`src/sv/assert_macros.svh`:
```
// ----------------------------------------------------------------------------
// Assertion macros
// Shared concurrent assertion wrappers for the allocator.
// ----------------------------------------------------------------------------
`ifndef ASSERT_MACROS_SVH
`define ASSERT_MACROS_SVH

// check prop on every rising clock edge outside reset
`define VPA_ASSERT(label, clk, rst, prop, msg) \
   label: assert property (@(posedge clk) disable iff (rst) (prop)) else $error(msg);

// check prop on every rising clock edge, reset included
`define VPA_ASSERT_ALWAYS(label, clk, prop, msg) \
   label: assert property (@(posedge clk) (prop)) else $error(msg);

`endif

```
`src/sv/vpa_pkg.sv`:
```
// ----------------------------------------------------------------------------
// vpa_pkg
// Types, constants and helpers shared by the partition allocator.
// ----------------------------------------------------------------------------
package vpa_pkg;

   localparam int SEGS      = 16;
   localparam int IDX_W     = $clog2(SEGS);
   localparam int CNT_W     = IDX_W + 1;
   localparam int ADDR_W    = 16;
   localparam int NUM_W     = 16;
   localparam int CSR_IDX_W = 8;

   localparam logic [1:0] POL_FIRST = 2'd0;
   localparam logic [1:0] POL_NEXT  = 2'd1;
   localparam logic [1:0] POL_BEST  = 2'd2;
   localparam logic [1:0] POL_WORST = 2'd3;

   localparam logic OP_ALLOC   = 1'b0;
   localparam logic OP_RELEASE = 1'b1;

   localparam logic [CSR_IDX_W-1:0] CSR_FIT_POLICY = CSR_IDX_W'(0);
   localparam logic [CSR_IDX_W-1:0] CSR_TOTAL_SIZE = CSR_IDX_W'(1);

   localparam logic [1:0]        RESET_POLICY = POL_FIRST;
   localparam logic [ADDR_W-1:0] RESET_TOTAL  = {ADDR_W{1'b1}};

   typedef struct packed {
      logic              we;
      logic [IDX_W-1:0]  idx;
      logic [ADDR_W-1:0] start;
      logic [ADDR_W-1:0] size;
      logic [NUM_W-1:0]  number;
   } tbl_wr_type;

   typedef struct packed {
      logic [ADDR_W-1:0] start;
      logic [ADDR_W-1:0] size;
      logic [NUM_W-1:0]  number;
   } tbl_rd_type;

   typedef enum logic [6:0] {
      S_IDLE   = 7'b0000001,
      S_ASCAN  = 7'b0000010,
      S_AWRITE = 7'b0000100,
      S_RSCAN1 = 7'b0001000,
      S_RSCAN2 = 7'b0010000,
      S_RSHIFT = 7'b0100000,
      S_FINISH = 7'b1000000
   } state_type;

   function automatic logic [ADDR_W-1:0] sat_add(input logic [ADDR_W-1:0] a,
                                                 input logic [ADDR_W-1:0] b);
      logic [ADDR_W:0] s;
      s = {1'b0, a} + {1'b0, b};
      return s[ADDR_W] ? {ADDR_W{1'b1}} : s[ADDR_W-1:0];
   endfunction

endpackage

```
`src/sv/vpa_table.sv`:
```
// ----------------------------------------------------------------------------
// vpa_table
// Free segment table: one write port, one combinational read port.
// ----------------------------------------------------------------------------
module vpa_table (
   input  logic                      clock,
   input  vpa_pkg::tbl_wr_type       tbl_wr,
   input  logic [vpa_pkg::IDX_W-1:0] rd_idx,
   output vpa_pkg::tbl_rd_type       tbl_rd
);

   logic [vpa_pkg::ADDR_W-1:0] start_ff  [vpa_pkg::SEGS];
   logic [vpa_pkg::ADDR_W-1:0] size_ff   [vpa_pkg::SEGS];
   logic [vpa_pkg::NUM_W-1:0]  number_ff [vpa_pkg::SEGS];

   always_ff @(posedge clock) begin
      if (tbl_wr.we) begin
         start_ff[tbl_wr.idx]  <= tbl_wr.start;
         size_ff[tbl_wr.idx]   <= tbl_wr.size;
         number_ff[tbl_wr.idx] <= tbl_wr.number;
      end
   end

   assign tbl_rd.start  = start_ff[rd_idx];
   assign tbl_rd.size   = size_ff[rd_idx];
   assign tbl_rd.number = number_ff[rd_idx];

endmodule

```
`src/sv/vpa_seq.sv`:
```
// ----------------------------------------------------------------------------
// vpa_seq
// Scan sequencer: walks the table one entry a cycle to allocate or release.
// ----------------------------------------------------------------------------
`include "assert_macros.svh"

module vpa_seq (
   input  logic                          clock,
   input  logic                          reset,
   input  logic                          req_valid,
   output logic                          req_ready,
   input  logic                          req_opcode,
   input  logic [15:0]                   req_req_size,
   input  logic [15:0]                   req_release_start,
   output logic                          rsp_valid,
   input  logic                          rsp_ready,
   output logic                          rsp_ok,
   output logic [15:0]                   rsp_start_addr,
   output logic [15:0]                   rsp_segment_number,
   input  logic                          csr_valid,
   output logic                          csr_ready,
   input  logic [vpa_pkg::CSR_IDX_W-1:0] csr_index,
   input  logic [15:0]                   csr_wdata,
   output vpa_pkg::tbl_wr_type           tbl_wr,
   output logic [vpa_pkg::IDX_W-1:0]     tbl_rd_idx,
   input  vpa_pkg::tbl_rd_type           tbl_rd
);

   localparam int AW = vpa_pkg::ADDR_W;
   localparam int IW = vpa_pkg::IDX_W;
   localparam int CW = vpa_pkg::CNT_W;
   localparam int NW = vpa_pkg::NUM_W;

   vpa_pkg::state_type state_ff, state_in;
   logic [1:0]    policy_ff, policy_in;
   logic [AW-1:0] total_ff, total_in;
   logic [CW-1:0] count_ff, count_in;
   logic [IW-1:0] ptr_ff, ptr_in;
   logic [NW-1:0] last_ff, last_in;
   logic [AW-1:0] size_ff, size_in;
   logic [AW-1:0] rs_ff, rs_in;
   logic [AW:0]   rel_end_ff, rel_end_in;
   logic [IW-1:0] idx_ff, idx_in;
   logic [CW-1:0] n_ff, n_in;
   logic          found_ff, found_in;
   logic [IW-1:0] m_idx_ff, m_idx_in;
   logic [AW-1:0] m_start_ff, m_start_in;
   logic [AW-1:0] m_size_ff, m_size_in;
   logic [NW-1:0] m_num_ff, m_num_in;
   logic          res_ok_ff, res_ok_in;
   logic [AW-1:0] res_addr_ff, res_addr_in;
   logic [NW-1:0] res_num_ff, res_num_in;
   logic          rsp_valid_ff, rsp_valid_in;
   logic          rsp_ok_ff, rsp_ok_in;
   logic [AW-1:0] rsp_addr_ff, rsp_addr_in;
   logic [NW-1:0] rsp_num_ff, rsp_num_in;

   logic [AW:0]   e_end;
   logic [AW:0]   m_end;
   logic          fits;
   logic [IW-1:0] idx_nx;
   logic          req_acc;
   logic          csr_acc;
   logic [AW-1:0] merged;

   assign req_ready = (state_ff == vpa_pkg::S_IDLE) && !csr_valid;
   assign csr_ready = (state_ff == vpa_pkg::S_IDLE);
   assign req_acc   = req_valid && req_ready;
   assign csr_acc   = csr_valid && csr_ready;

   assign e_end  = {1'b0, tbl_rd.start} + {1'b0, tbl_rd.size};
   assign m_end  = {1'b0, m_start_ff} + {1'b0, m_size_ff};
   assign fits   = (tbl_rd.size >= size_ff);
   assign idx_nx = ((CW'(idx_ff) + CW'(1)) == count_ff) ? '0 : idx_ff + IW'(1);

   always_comb begin
      unique case (state_ff)
         vpa_pkg::S_ASCAN:  tbl_rd_idx = idx_ff;
         vpa_pkg::S_RSHIFT: tbl_rd_idx = n_ff[IW-1:0] + IW'(1);
         default:           tbl_rd_idx = n_ff[IW-1:0];
      endcase
   end

   always_comb begin
      state_in     = state_ff;
      policy_in    = policy_ff;
      total_in     = total_ff;
      count_in     = count_ff;
      ptr_in       = ptr_ff;
      last_in      = last_ff;
      size_in      = size_ff;
      rs_in        = rs_ff;
      rel_end_in   = rel_end_ff;
      idx_in       = idx_ff;
      n_in         = n_ff;
      found_in     = found_ff;
      m_idx_in     = m_idx_ff;
      m_start_in   = m_start_ff;
      m_size_in    = m_size_ff;
      m_num_in     = m_num_ff;
      res_ok_in    = res_ok_ff;
      res_addr_in  = res_addr_ff;
      res_num_in   = res_num_ff;
      rsp_valid_in = rsp_valid_ff && !rsp_ready;
      rsp_ok_in    = rsp_ok_ff;
      rsp_addr_in  = rsp_addr_ff;
      rsp_num_in   = rsp_num_ff;
      tbl_wr       = '0;
      merged       = '0;

      unique case (state_ff)
         vpa_pkg::S_IDLE: begin
            if (csr_acc && (csr_index == vpa_pkg::CSR_FIT_POLICY ||
                            csr_index == vpa_pkg::CSR_TOTAL_SIZE)) begin
               if (csr_index == vpa_pkg::CSR_FIT_POLICY) begin
                  policy_in = csr_wdata[1:0];
               end else begin
                  total_in = csr_wdata;
               end
               tbl_wr.we     = 1'b1;
               tbl_wr.idx    = '0;
               tbl_wr.start  = '0;
               tbl_wr.size   = (csr_index == vpa_pkg::CSR_TOTAL_SIZE) ? csr_wdata : total_ff;
               tbl_wr.number = NW'(1);
               count_in      = CW'(1);
               ptr_in        = '0;
               last_in       = NW'(1);
            end else if (req_acc) begin
               size_in    = req_req_size;
               rs_in      = req_release_start;
               rel_end_in = {1'b0, req_release_start} + {1'b0, req_req_size};
               n_in       = '0;
               found_in   = 1'b0;
               res_ok_in   = 1'b0;
               res_addr_in = '0;
               res_num_in  = '0;
               if (req_opcode == vpa_pkg::OP_ALLOC) begin
                  idx_in   = (policy_ff == vpa_pkg::POL_NEXT && CW'(ptr_ff) < count_ff)
                             ? ptr_ff : '0;
                  state_in = vpa_pkg::S_ASCAN;
               end else begin
                  state_in = vpa_pkg::S_RSCAN1;
               end
            end
         end

         vpa_pkg::S_ASCAN: begin
            if (n_ff == count_ff) begin
               if (policy_ff == vpa_pkg::POL_NEXT) begin
                  ptr_in = idx_ff;
               end
               if (found_ff && (policy_ff != vpa_pkg::POL_WORST || m_size_ff >= size_ff)) begin
                  state_in = vpa_pkg::S_AWRITE;
               end else begin
                  state_in = vpa_pkg::S_FINISH;
               end
            end else begin
               idx_in = idx_nx;
               n_in   = n_ff + CW'(1);
               unique case (policy_ff)
                  vpa_pkg::POL_FIRST, vpa_pkg::POL_NEXT: begin
                     if (fits) begin
                        found_in = 1'b1;
                        state_in = vpa_pkg::S_AWRITE;
                        if (policy_ff == vpa_pkg::POL_NEXT) begin
                           ptr_in = idx_nx;
                        end
                     end
                  end
                  vpa_pkg::POL_BEST: begin
                     if (fits && (!found_ff || tbl_rd.size < m_size_ff)) begin
                        found_in = 1'b1;
                     end
                  end
                  default: begin
                     if (!found_ff || tbl_rd.size > m_size_ff) begin
                        found_in = 1'b1;
                     end
                  end
               endcase
               if (found_in && (state_in == vpa_pkg::S_AWRITE ||
                                policy_ff == vpa_pkg::POL_BEST ||
                                policy_ff == vpa_pkg::POL_WORST) &&
                   (!found_ff || policy_ff == vpa_pkg::POL_FIRST ||
                    policy_ff == vpa_pkg::POL_NEXT ||
                    (policy_ff == vpa_pkg::POL_BEST && fits && tbl_rd.size < m_size_ff) ||
                    (policy_ff == vpa_pkg::POL_WORST && tbl_rd.size > m_size_ff))) begin
                  m_idx_in   = idx_ff;
                  m_start_in = tbl_rd.start;
                  m_size_in  = tbl_rd.size;
                  m_num_in   = tbl_rd.number;
               end
            end
         end

         vpa_pkg::S_AWRITE: begin
            tbl_wr.we     = 1'b1;
            tbl_wr.idx    = m_idx_ff;
            tbl_wr.start  = m_start_ff + size_ff;
            tbl_wr.size   = m_size_ff - size_ff;
            tbl_wr.number = m_num_ff;
            res_ok_in     = 1'b1;
            res_addr_in   = m_start_ff;
            res_num_in    = m_num_ff;
            state_in      = vpa_pkg::S_FINISH;
         end

         vpa_pkg::S_RSCAN1: begin
            if (n_ff == count_ff) begin
               if (count_ff < CW'(vpa_pkg::SEGS)) begin
                  last_in       = last_ff + NW'(1);
                  tbl_wr.we     = 1'b1;
                  tbl_wr.idx    = count_ff[IW-1:0];
                  tbl_wr.start  = rs_ff;
                  tbl_wr.size   = size_ff;
                  tbl_wr.number = last_in;
                  count_in      = count_ff + CW'(1);
                  res_ok_in     = 1'b1;
               end
               state_in = vpa_pkg::S_FINISH;
            end else if (e_end == {1'b0, rs_ff} || rel_end_ff == {1'b0, tbl_rd.start}) begin
               merged        = vpa_pkg::sat_add(tbl_rd.size, size_ff);
               m_start_in    = (e_end == {1'b0, rs_ff}) ? tbl_rd.start : rs_ff;
               m_size_in     = merged;
               m_num_in      = tbl_rd.number;
               m_idx_in      = n_ff[IW-1:0];
               tbl_wr.we     = 1'b1;
               tbl_wr.idx    = n_ff[IW-1:0];
               tbl_wr.start  = m_start_in;
               tbl_wr.size   = merged;
               tbl_wr.number = tbl_rd.number;
               n_in          = '0;
               state_in      = vpa_pkg::S_RSCAN2;
            end else begin
               n_in = n_ff + CW'(1);
            end
         end

         vpa_pkg::S_RSCAN2: begin
            if (n_ff == count_ff) begin
               res_ok_in = 1'b1;
               state_in  = vpa_pkg::S_FINISH;
            end else if (n_ff[IW-1:0] != m_idx_ff &&
                         (m_end == {1'b0, tbl_rd.start} || e_end == {1'b0, m_start_ff})) begin
               merged        = vpa_pkg::sat_add(m_size_ff, tbl_rd.size);
               tbl_wr.we     = 1'b1;
               tbl_wr.idx    = m_idx_ff;
               tbl_wr.start  = (m_end == {1'b0, tbl_rd.start}) ? m_start_ff : tbl_rd.start;
               tbl_wr.size   = merged;
               tbl_wr.number = m_num_ff;
               state_in      = vpa_pkg::S_RSHIFT;
            end else begin
               n_in = n_ff + CW'(1);
            end
         end

         vpa_pkg::S_RSHIFT: begin
            if ((n_ff + CW'(1)) < count_ff) begin
               tbl_wr.we     = 1'b1;
               tbl_wr.idx    = n_ff[IW-1:0];
               tbl_wr.start  = tbl_rd.start;
               tbl_wr.size   = tbl_rd.size;
               tbl_wr.number = tbl_rd.number;
               n_in          = n_ff + CW'(1);
            end else begin
               count_in  = count_ff - CW'(1);
               res_ok_in = 1'b1;
               state_in  = vpa_pkg::S_FINISH;
            end
         end

         vpa_pkg::S_FINISH: begin
            if (!rsp_valid_ff || rsp_ready) begin
               rsp_valid_in = 1'b1;
               rsp_ok_in    = res_ok_ff;
               rsp_addr_in  = res_addr_ff;
               rsp_num_in   = res_num_ff;
               state_in     = vpa_pkg::S_IDLE;
            end
         end

         default: state_in = vpa_pkg::S_IDLE;
      endcase

      // hold entry 0 at the reset segment while in reset
      if (reset) begin
         tbl_wr.we     = 1'b1;
         tbl_wr.idx    = '0;
         tbl_wr.start  = '0;
         tbl_wr.size   = vpa_pkg::RESET_TOTAL;
         tbl_wr.number = NW'(1);
      end
   end

   always_ff @(posedge clock) begin
      if (reset) begin
         state_ff     <= vpa_pkg::S_IDLE;
         policy_ff    <= vpa_pkg::RESET_POLICY;
         total_ff     <= vpa_pkg::RESET_TOTAL;
         count_ff     <= CW'(1);
         ptr_ff       <= '0;
         last_ff      <= NW'(1);
         rsp_valid_ff <= 1'b0;
      end else begin
         state_ff     <= state_in;
         policy_ff    <= policy_in;
         total_ff     <= total_in;
         count_ff     <= count_in;
         ptr_ff       <= ptr_in;
         last_ff      <= last_in;
         rsp_valid_ff <= rsp_valid_in;
      end
   end

   always_ff @(posedge clock) begin
      size_ff     <= size_in;
      rs_ff       <= rs_in;
      rel_end_ff  <= rel_end_in;
      idx_ff      <= idx_in;
      n_ff        <= n_in;
      found_ff    <= found_in;
      m_idx_ff    <= m_idx_in;
      m_start_ff  <= m_start_in;
      m_size_ff   <= m_size_in;
      m_num_ff    <= m_num_in;
      res_ok_ff   <= res_ok_in;
      res_addr_ff <= res_addr_in;
      res_num_ff  <= res_num_in;
      rsp_ok_ff   <= rsp_ok_in;
      rsp_addr_ff <= rsp_addr_in;
      rsp_num_ff  <= rsp_num_in;
   end

   assign rsp_valid          = rsp_valid_ff;
   assign rsp_ok             = rsp_ok_ff;
   assign rsp_start_addr     = rsp_addr_ff;
   assign rsp_segment_number = rsp_num_ff;

   `VPA_ASSERT(a_count_range, clock, reset,
      count_ff >= CW'(1) && count_ff <= CW'(vpa_pkg::SEGS), "segment count out of range")
   `VPA_ASSERT(a_busy_after_req, clock, reset,
      req_acc |=> state_ff != vpa_pkg::S_IDLE, "sequencer idle after request")
   `VPA_ASSERT(a_fail_zero, clock, reset,
      rsp_valid_ff && !rsp_ok_ff |-> rsp_addr_ff == '0 && rsp_num_ff == '0,
      "failed response carries data")
   `VPA_ASSERT(a_no_wr_finish, clock, reset,
      state_ff == vpa_pkg::S_FINISH |-> !tbl_wr.we, "table written while finishing")

endmodule

```
`src/sv/variable_partition_allocator_top.sv`:
```
// ----------------------------------------------------------------------------
// variable_partition_allocator_top
// Free-list allocator with first, next, best and worst fit and coalescing.
// ----------------------------------------------------------------------------
// Throughput: one request at a time; the table scan visits one entry a cycle.
// Ready is low from request accept until the response is registered.
// Reset clears control state and rebuilds the table as one segment [0, 65535).
// A valid configuration write rebuilds the table with one write to entry 0; no clearing pass.
// ----------------------------------------------------------------------------
module variable_partition_allocator_top (
   input  logic                          clock,
   input  logic                          reset,
   input  logic                          req_valid,
   output logic                          req_ready,
   input  logic                          req_opcode,
   input  logic [15:0]                   req_req_size,
   input  logic [15:0]                   req_release_start,
   output logic                          rsp_valid,
   input  logic                          rsp_ready,
   output logic                          rsp_ok,
   output logic [15:0]                   rsp_start_addr,
   output logic [15:0]                   rsp_segment_number,
   input  logic                          csr_valid,
   output logic                          csr_ready,
   input  logic [vpa_pkg::CSR_IDX_W-1:0] csr_index,
   input  logic [15:0]                   csr_wdata
);

   vpa_pkg::tbl_wr_type           tbl_wr;
   vpa_pkg::tbl_rd_type           tbl_rd;
   logic [vpa_pkg::IDX_W-1:0]     tbl_rd_idx;

   vpa_seq u_seq (
      .clock              (clock),
      .reset              (reset),
      .req_valid          (req_valid),
      .req_ready          (req_ready),
      .req_opcode         (req_opcode),
      .req_req_size       (req_req_size),
      .req_release_start  (req_release_start),
      .rsp_valid          (rsp_valid),
      .rsp_ready          (rsp_ready),
      .rsp_ok             (rsp_ok),
      .rsp_start_addr     (rsp_start_addr),
      .rsp_segment_number (rsp_segment_number),
      .csr_valid          (csr_valid),
      .csr_ready          (csr_ready),
      .csr_index          (csr_index),
      .csr_wdata          (csr_wdata),
      .tbl_wr             (tbl_wr),
      .tbl_rd_idx         (tbl_rd_idx),
      .tbl_rd             (tbl_rd)
   );

   vpa_table u_table (
      .clock  (clock),
      .tbl_wr (tbl_wr),
      .rd_idx (tbl_rd_idx),
      .tbl_rd (tbl_rd)
   );

endmodule

```
`config.mk`:
```
export PLATFORM = sky130hd
export DESIGN_NAME = variable_partition_allocator_top
export DESIGN_NICKNAME = d
export VERILOG_FILES = /design/src/sv/vpa_pkg.sv /design/src/sv/vpa_table.sv /design/src/sv/vpa_seq.sv /design/src/sv/variable_partition_allocator_top.sv
export VERILOG_INCLUDE_DIRS = /design/src /design/src/sv
export SDC_FILE = /design/constraint.sdc
export NUM_CORES = 2
export LEC_CHECK = 0
export BUFFER_PORTS_ARGS = -buffer_cell sky130_fd_sc_hd__buf_4
export CAP_MARGIN = 25
export CORE_MARGIN = 4
export CORE_UTILIZATION = 55
export DETAILED_ROUTE_END_ITERATION = 10
export GPL_ROUTABILITY_DRIVEN = 0
export HOLD_SLACK_MARGIN = 0.1
export PLACE_DENSITY = 0.71
export SETUP_SLACK_MARGIN = 0.15
export SLEW_MARGIN = 20
export SYNTH_ARGS = -nofsm -noshare
export SYNTH_HDL_FRONTEND = slang
export SYNTH_HIERARCHICAL = 1
export SYNTH_SLANG_ARGS = --single-unit
```
`constraint.sdc`:
```
create_clock -name clock -period 19.8 [get_ports clock]
set_clock_uncertainty 0.15 [all_clocks]
set_input_delay 3.96 -clock clock [delete_from_list [all_inputs] [get_ports clock]]
set_output_delay 3.96 -clock clock [all_outputs]
set_load 0.1 [all_outputs]
```
# Word-level counts from Yosys, hierarchy flattened
# Memory sizes are Yosys's and may differ from the RTL's.
# Index checks and enable logic that the tools add are counted.
[word_totals]
mem_bits_rw = 768
memories = 3
inputBits = 62
wordCells = 251
out_inout_bits = 36
ff_bits = 228
[op_classes]
muxes = 106
n_bitwise = 2
order_cmp = 7
addsub = 14
n_eq_ne = 41
n_reduce_logical = 55
[memory_table]
columns = ["name", "words", "width", "rd", "rd_clocked_by_memory_dff", "write_ports", "line_no", "source"]
rows = [
  ["u_table.number_ff", 16, 16, 1, 0, 1, "vpa_table.sv:14", "logic [vpa_pkg::NUM_W-1:0] number_ff [vpa_pkg::SEGS];"],
  ["u_table.size_ff", 16, 16, 1, 0, 1, "vpa_table.sv:13", "logic [vpa_pkg::ADDR_W-1:0] size_ff [vpa_pkg::SEGS];"],
  ["u_table.start_ff", 16, 16, 1, 0, 1, "vpa_table.sv:12", "logic [vpa_pkg::ADDR_W-1:0] start_ff [vpa_pkg::SEGS];"],
]
[ops]
columns = ["operator", "n"]
rows = [
  ["53-bit two-way mux", 8],
  ["16-bit two-way mux", 22],
  ["53-bit case mux with 5 select lines", 1],
  ["16-bit case mux with 2 select lines", 6],
  ["7-bit two-way mux", 14],
  ["16-bit by 16-bit adder with 17-bit output", 5],
  ["17-bit by 16-bit equality test with 1-bit output", 4],
  ["4-bit two-way mux", 17],
  ["5-bit two-way mux", 12],
  ["7-bit case mux with 7 select lines", 1],
  ["16-bit >= comparator", 2],
  ["4-bit case mux with 2 select lines", 4],
  ["5-bit case mux with 5 select lines", 1],
  ["2-bit inequality test, second input constant", 10],
  ["5-bit AND reduction", 4],
  ["16-bit by 1-bit adder with 16-bit output, second input constant", 1],
  ["16-bit adder", 1],
  ["16-bit > comparator", 1],
  ["16-bit < comparator", 1],
  ["1-bit two-way mux", 16],
  ["2-bit by 1-bit inequality test with 1-bit output, second input constant", 8],
  ["16-bit subtractor", 1],
  ["5-bit case mux with 3 select lines", 1],
  ["7-bit by 3-bit equality test with 1-bit output, second input constant", 2],
  ["38 further kinds", 82],
]

# Longest topological paths before layout
# An unclocked memory read counts as a cell.
[logic_depth]
word_depth = 16
mapped_depth = 29
ltp_nobuf = 25

# Modules after synthesis
# The synthesis kept the hierarchy.
[by_module_without_submodules]
columns = ["mod", "cells_each", "seq_area_each_um2", "area_per_inst_um2", "instances"]
rows = [
  ["vpa_table", 1194, 23062.1, 28733.8, 1],
  ["vpa_seq", 2002, 6336.1, 18428.9, 1],
]

# Worst setup path before layout
# Ideal clock, no wire load.
[synth_path]
kind = "register to register"
from = "register u_seq.state_ff[4]"
to = "memory u_table/number_ff[0][0] (netlist name) (enable)"
arrival_time_ns = 9.737
t_required_ns = 19.137
setup_time_ns = 0.513
path_buffers = 6
path_stages_with_launch = 28
period_less_slack_ns = 10.400
setup_slack_ns = 9.400
path_cell_list = "dfxtp_1 > or3_1 > or3_1 > nor3b_2 > nor2_1 > a221o_1 > clkbuf_1 > buf_4 > buf_4 > mux4_2 > a22oi_1 > nand2_1 > ha_1 > clkbuf_1 > a21o_1 > a211oi_2 > a21o_1 > nand3b_1 > a21oi_1 > xor3_1 > nand4b_1 > o21bai_4 > a31o_1 > buf_6 > buf_8 > a221o_1 > or3b_2 > nor3_1"
[synth_rtl]
columns = ["item", "line_no", "source"]
rows = [
  ["start: declaration", "vpa_seq.sv:34", "vpa_pkg::state_type state_ff, state_in;"],
  ["start signal: assignment", "vpa_seq.sv:297", "state_ff <= vpa_pkg::S_IDLE;"],
  ["start signal: assignment", "vpa_seq.sv:305", "state_ff <= state_in;"],
  ["end: declaration", "vpa_table.sv:14", ""],
]

==> summary.txt <==
Power
  – Power Internal: 5100 uW
  – Switching share of power: ~41%
  – NetSw: around 3500 uW
  – Clk pwr share: 21.7%
  – Max VDD drop: between 0.1 and 0.15 mV
  – Seq pwr share: ~29%
  – P per Cell Area: around 160 mW/mm2
  – Comb pwr share: 49.2%
  – Leak Pwr: between 0.015 and 0.02 uW

Status
  – Outcome: complete, no violations

Yosys
  – #FFs+latches synth: approximately 1000
  – Number of enable flip-flop cells after synthesis: roughly 950
  – Top_reg_cell synth: edfxtp_1
  – Post-Synthesis Cell Area: between 0.04 and 0.05 mm2
  – Syn nets: ~3.4k
  – Asr flop ratio synth: 0%
  – Post-synthesis cell type count: between 80 and 90
  – Seq/Total Area, Yosys: just over 60%
  – Synth Warn #: 6
  – Synth Instances: about 3.2k
  – Syn avg cell area: between 10 and 15 um2

Global route
  – Overall routing resource usage: 28.7%
  – First-pass GRT wire length: just under 200000 um
  – Vias in the first global route: ~30k
  – Gr ovfl total: 0
  – Initial antenna violation count: 3
  – Largest net degree at the start of global routing: approximately 130

Finish
  – Commonest non-fill, non-tap cell in the layout: edfxtp_1
  – Commonest non-fill, non-tap cells in the layout: edfxtp_1, mux4_2, nand2_1, nor2_1, buf_4
  – P&R area growth vs syn: 11.7%
  – FILL cells: 6164
  – Layout Cells excl Fill: roughly 4.5k
  – # nets final: about 3.5k
  – Final core utilization: approximately three fifths
  – Layout cell share with drive strength beyond 1: roughly 17%
  – Final Cell Area: between 0.05 and 0.06 mm2

Clock tree
  – CTS buffer count: 100
  – Reg clk slew, reported paths: ~0.060 ns
  – Post-CTS sizing: 0
  – TritonCTS clock tree: yes
  – Postcts setup bufs: 0
  – Clock sink total: about 1000
  – Clk buf depth: 3
  – Hold_buf cts: 0
  – Root Buffer: clkbuf_16
  – H-tree depth: 3
  – Skew-Pair Late Insertion Delay: between 0.6 and 0.7 ns

STA
  – Final-report setup violation count: 0
  – Slew @ Worst Pin: roughly 1.0 ns
  – Setup slack after layout: 8.43 ns
  – RSZ-0062 raised after global routing: false
  – FMAX: 87.9 MHz
  – Crit path time final: between 10 and 15 ns
  – Final Hold Fails: 0
  – Crit share post-route: 57.4%
  – Normalized max-slew margin: between 30% and 40%
  – Pins Over Slew Limit: 0
  – Total Neg Setup Slack: 0 ns

Detailed routing
  – 1st-pass router iterations: 7
  – 1st-iter DRT viols: 4091
  – Vias after detailed routing: around 30k
  – Vias per cell: approximately 6.7
  – Number of remaining DRC errors: 0
  – Remaining antenna violation count: 0
  – DR WL/cell: approximately 29 um
  – Post-Route WL: ~130000 um

Worst setup path
  – Crit. End Element: flip-flop
  – Worst path required time: around 20 ns
  – CP Class: flip-flop to flip-flop
  – CP arrival: ~12 ns
  – Worst-path maximum fanout: 48
  – Crit start category: flip-flop

Job
  – Max-cap violation count: 0

Floorplan
  – DIE AREA: around 0.09 mm2
  – Die H: 301 um
  – I/O pin count: 98
  – Die X: 301 um
  – Initial Util: roughly 55%
  – Core area: 0.0851 mm2
  – Std-Cell Rows: approximately 110

Place
  – Place WS: 8.66 ns
  – Input/output buffers: between 90 and 100
  – Placed insts: ~4.3k
  – Final HPWL DP: just over 80000 um
  – Post-placement cell area: about 0.049 mm2

Hold path
  – Hold Crit Class: flip-flop to flip-flop
[layout make-up]
| cell class | instances | area (um2) | share of cell area, % |
|---|---|---|---|
| Antenna cell | 1 | 2.50 | 0.00475 |
| Clock buffer | 128 | 2640 | 5.01 |
| Clock inverter | 53 | 594 | 1.13 |
| Inverter | 100 | 375 | 0.712 |
| Multi-Input combinational cell | 1948 | 16900 | 32.1 |
| Sequential cell | 996 | 29400 | 55.8 |
| Tap cell | 1144 | 1430 | 2.72 |
| Timing Repair Buffer | 168 | 1340 | 2.53 |
[sequential cells by signal, indices dropped and copies added, names as in the netlist, 4 cells and up]
signal / flops
u_table/number_ff: 256
u_table/size_ff: 256
u_table/start_ff: 256
u_seq/rel_end_ff: 17
u_seq/last_ff: 16
u_seq/m_num_ff: 16
u_seq/m_size_ff: 16
u_seq/m_start_ff: 16
u_seq/res_addr_ff: 16
u_seq/res_num_ff: 16
u_seq/rs_ff: 16
u_seq/rsp_segment_number: 16
u_seq/rsp_start_addr: 16
u_seq/size_ff: 16
u_seq/total_ff: 16
u_seq/state_ff: 7
u_seq/count_ff: 5
u_seq/n_ff: 5
u_seq/idx_ff: 4
u_seq/m_idx_ff: 4
u_seq/ptr_ff: 4
[cells by family after synthesis]
group                    count (synthesis)  synth area share (%)
flip-flops                             996                  62.3
AND/OR/NAND/NOR                        706                  7.56
AO/OA/AOI/OAI                          664                  9.68
buffers and inverters                  252                  2.29
multiplexers                           234                  10.1
XOR/XNOR                               179                  3.50
adder cells (fa/ha/maj)                165                  4.50
[worst max-delay path: stages, from the launching register on]
cell	delay, ns
dfxtp_1	0.36
or3_1	0.45
or3_1	0.39
nor3b_2	0.60
a221o_4	0.67
buf_4	0.69
buf_4	0.81
mux4_2	0.60
a22oi_1	0.28
nand2_1	0.52
ha_1	0.60
a21oi_1	0.30
o211ai_1	0.20
a41oi_1	0.43
xnor2_1	0.13
nor3_1	0.20
a31oi_1	0.11
and4b_1	0.71
o21ai_2	0.16
a21oi_2	0.79
a221o_1	0.47
nand2_1	0.33
nor2_4	0.18
buf_4	0.70
[metrics by stage]
stage	hold WS, ns	power (uW)
finish	0.268	8590
global route	0.271	8980
CTS	0.269	8470
detailed placement	0.255	6580
global placement	0.251	6510
floorplan	0.250	5550
[layer usage]
metal | vias up | part of all wire, % | track usage, % | wire length [um]
met5 | - | 0 | 0 | 0
met4 | 0 | 6.3 | 14.9 | 8170
met3 | 420 | 9.8 | 5.61 | 12800
met2 | 1846 | 46 | 44.6 | 60100
met1 | 15400 | 38 | 38.8 | 49400
li1 | 12800 | - | - | -
[power groups by stage]
stage / registers (uW) / clock network (uW) / logic [uW]
detailed placement: 2540 / 0 / 4040
floorplan: 2490 / 0 / 3060
global placement: 2540 / 0 / 3970
CTS: 2500 / 1890 / 4090
global route: 2500 / 1990 / 4490
finish: 2500 / 1860 / 4230
[final timing paths]
kind | startpoint | end | slack [ns] | cells after the start
worst max-delay path | u_seq/state_ff[4] | u_table/start_ff[7][4] | 8.43 | 23
worst max register to register | u_seq/state_ff[4] | u_table/start_ff[7][4] | 8.43 | 23
worst min register to register | u_seq/res_addr_ff[12] | u_seq/rsp_start_addr[12] | 0.27 | 0
worst min-delay path | u_seq/res_addr_ff[12] | u_seq/rsp_start_addr[12] | 0.27 | 0
[synth_stat cells, types with 28 or more instances]
library cell,count,area share [%]
dfxtp_1,51,2.2
xnor2_1,108,2.0
clkbuf_1,100,0.80
o21ai_0,108,1.1
a21oi_1,143,1.5
and2_1,48,0.64
nand3_1,41,0.44
a31oi_1,31,0.41
nor2b_1,46,0.61
mux4_2,192,9.2
nor3_1,39,0.41
ha_1,157,4.2
a21o_1,37,0.59
edfxtp_1,945,60
a22oi_1,109,1.7
xor2_1,65,1.2
nand2_1,173,1.4
nor2_1,186,1.5
mux2_2,28,0.67
inv_1,100,0.80
No activity file was read; power rests on OpenSTA's default activity.
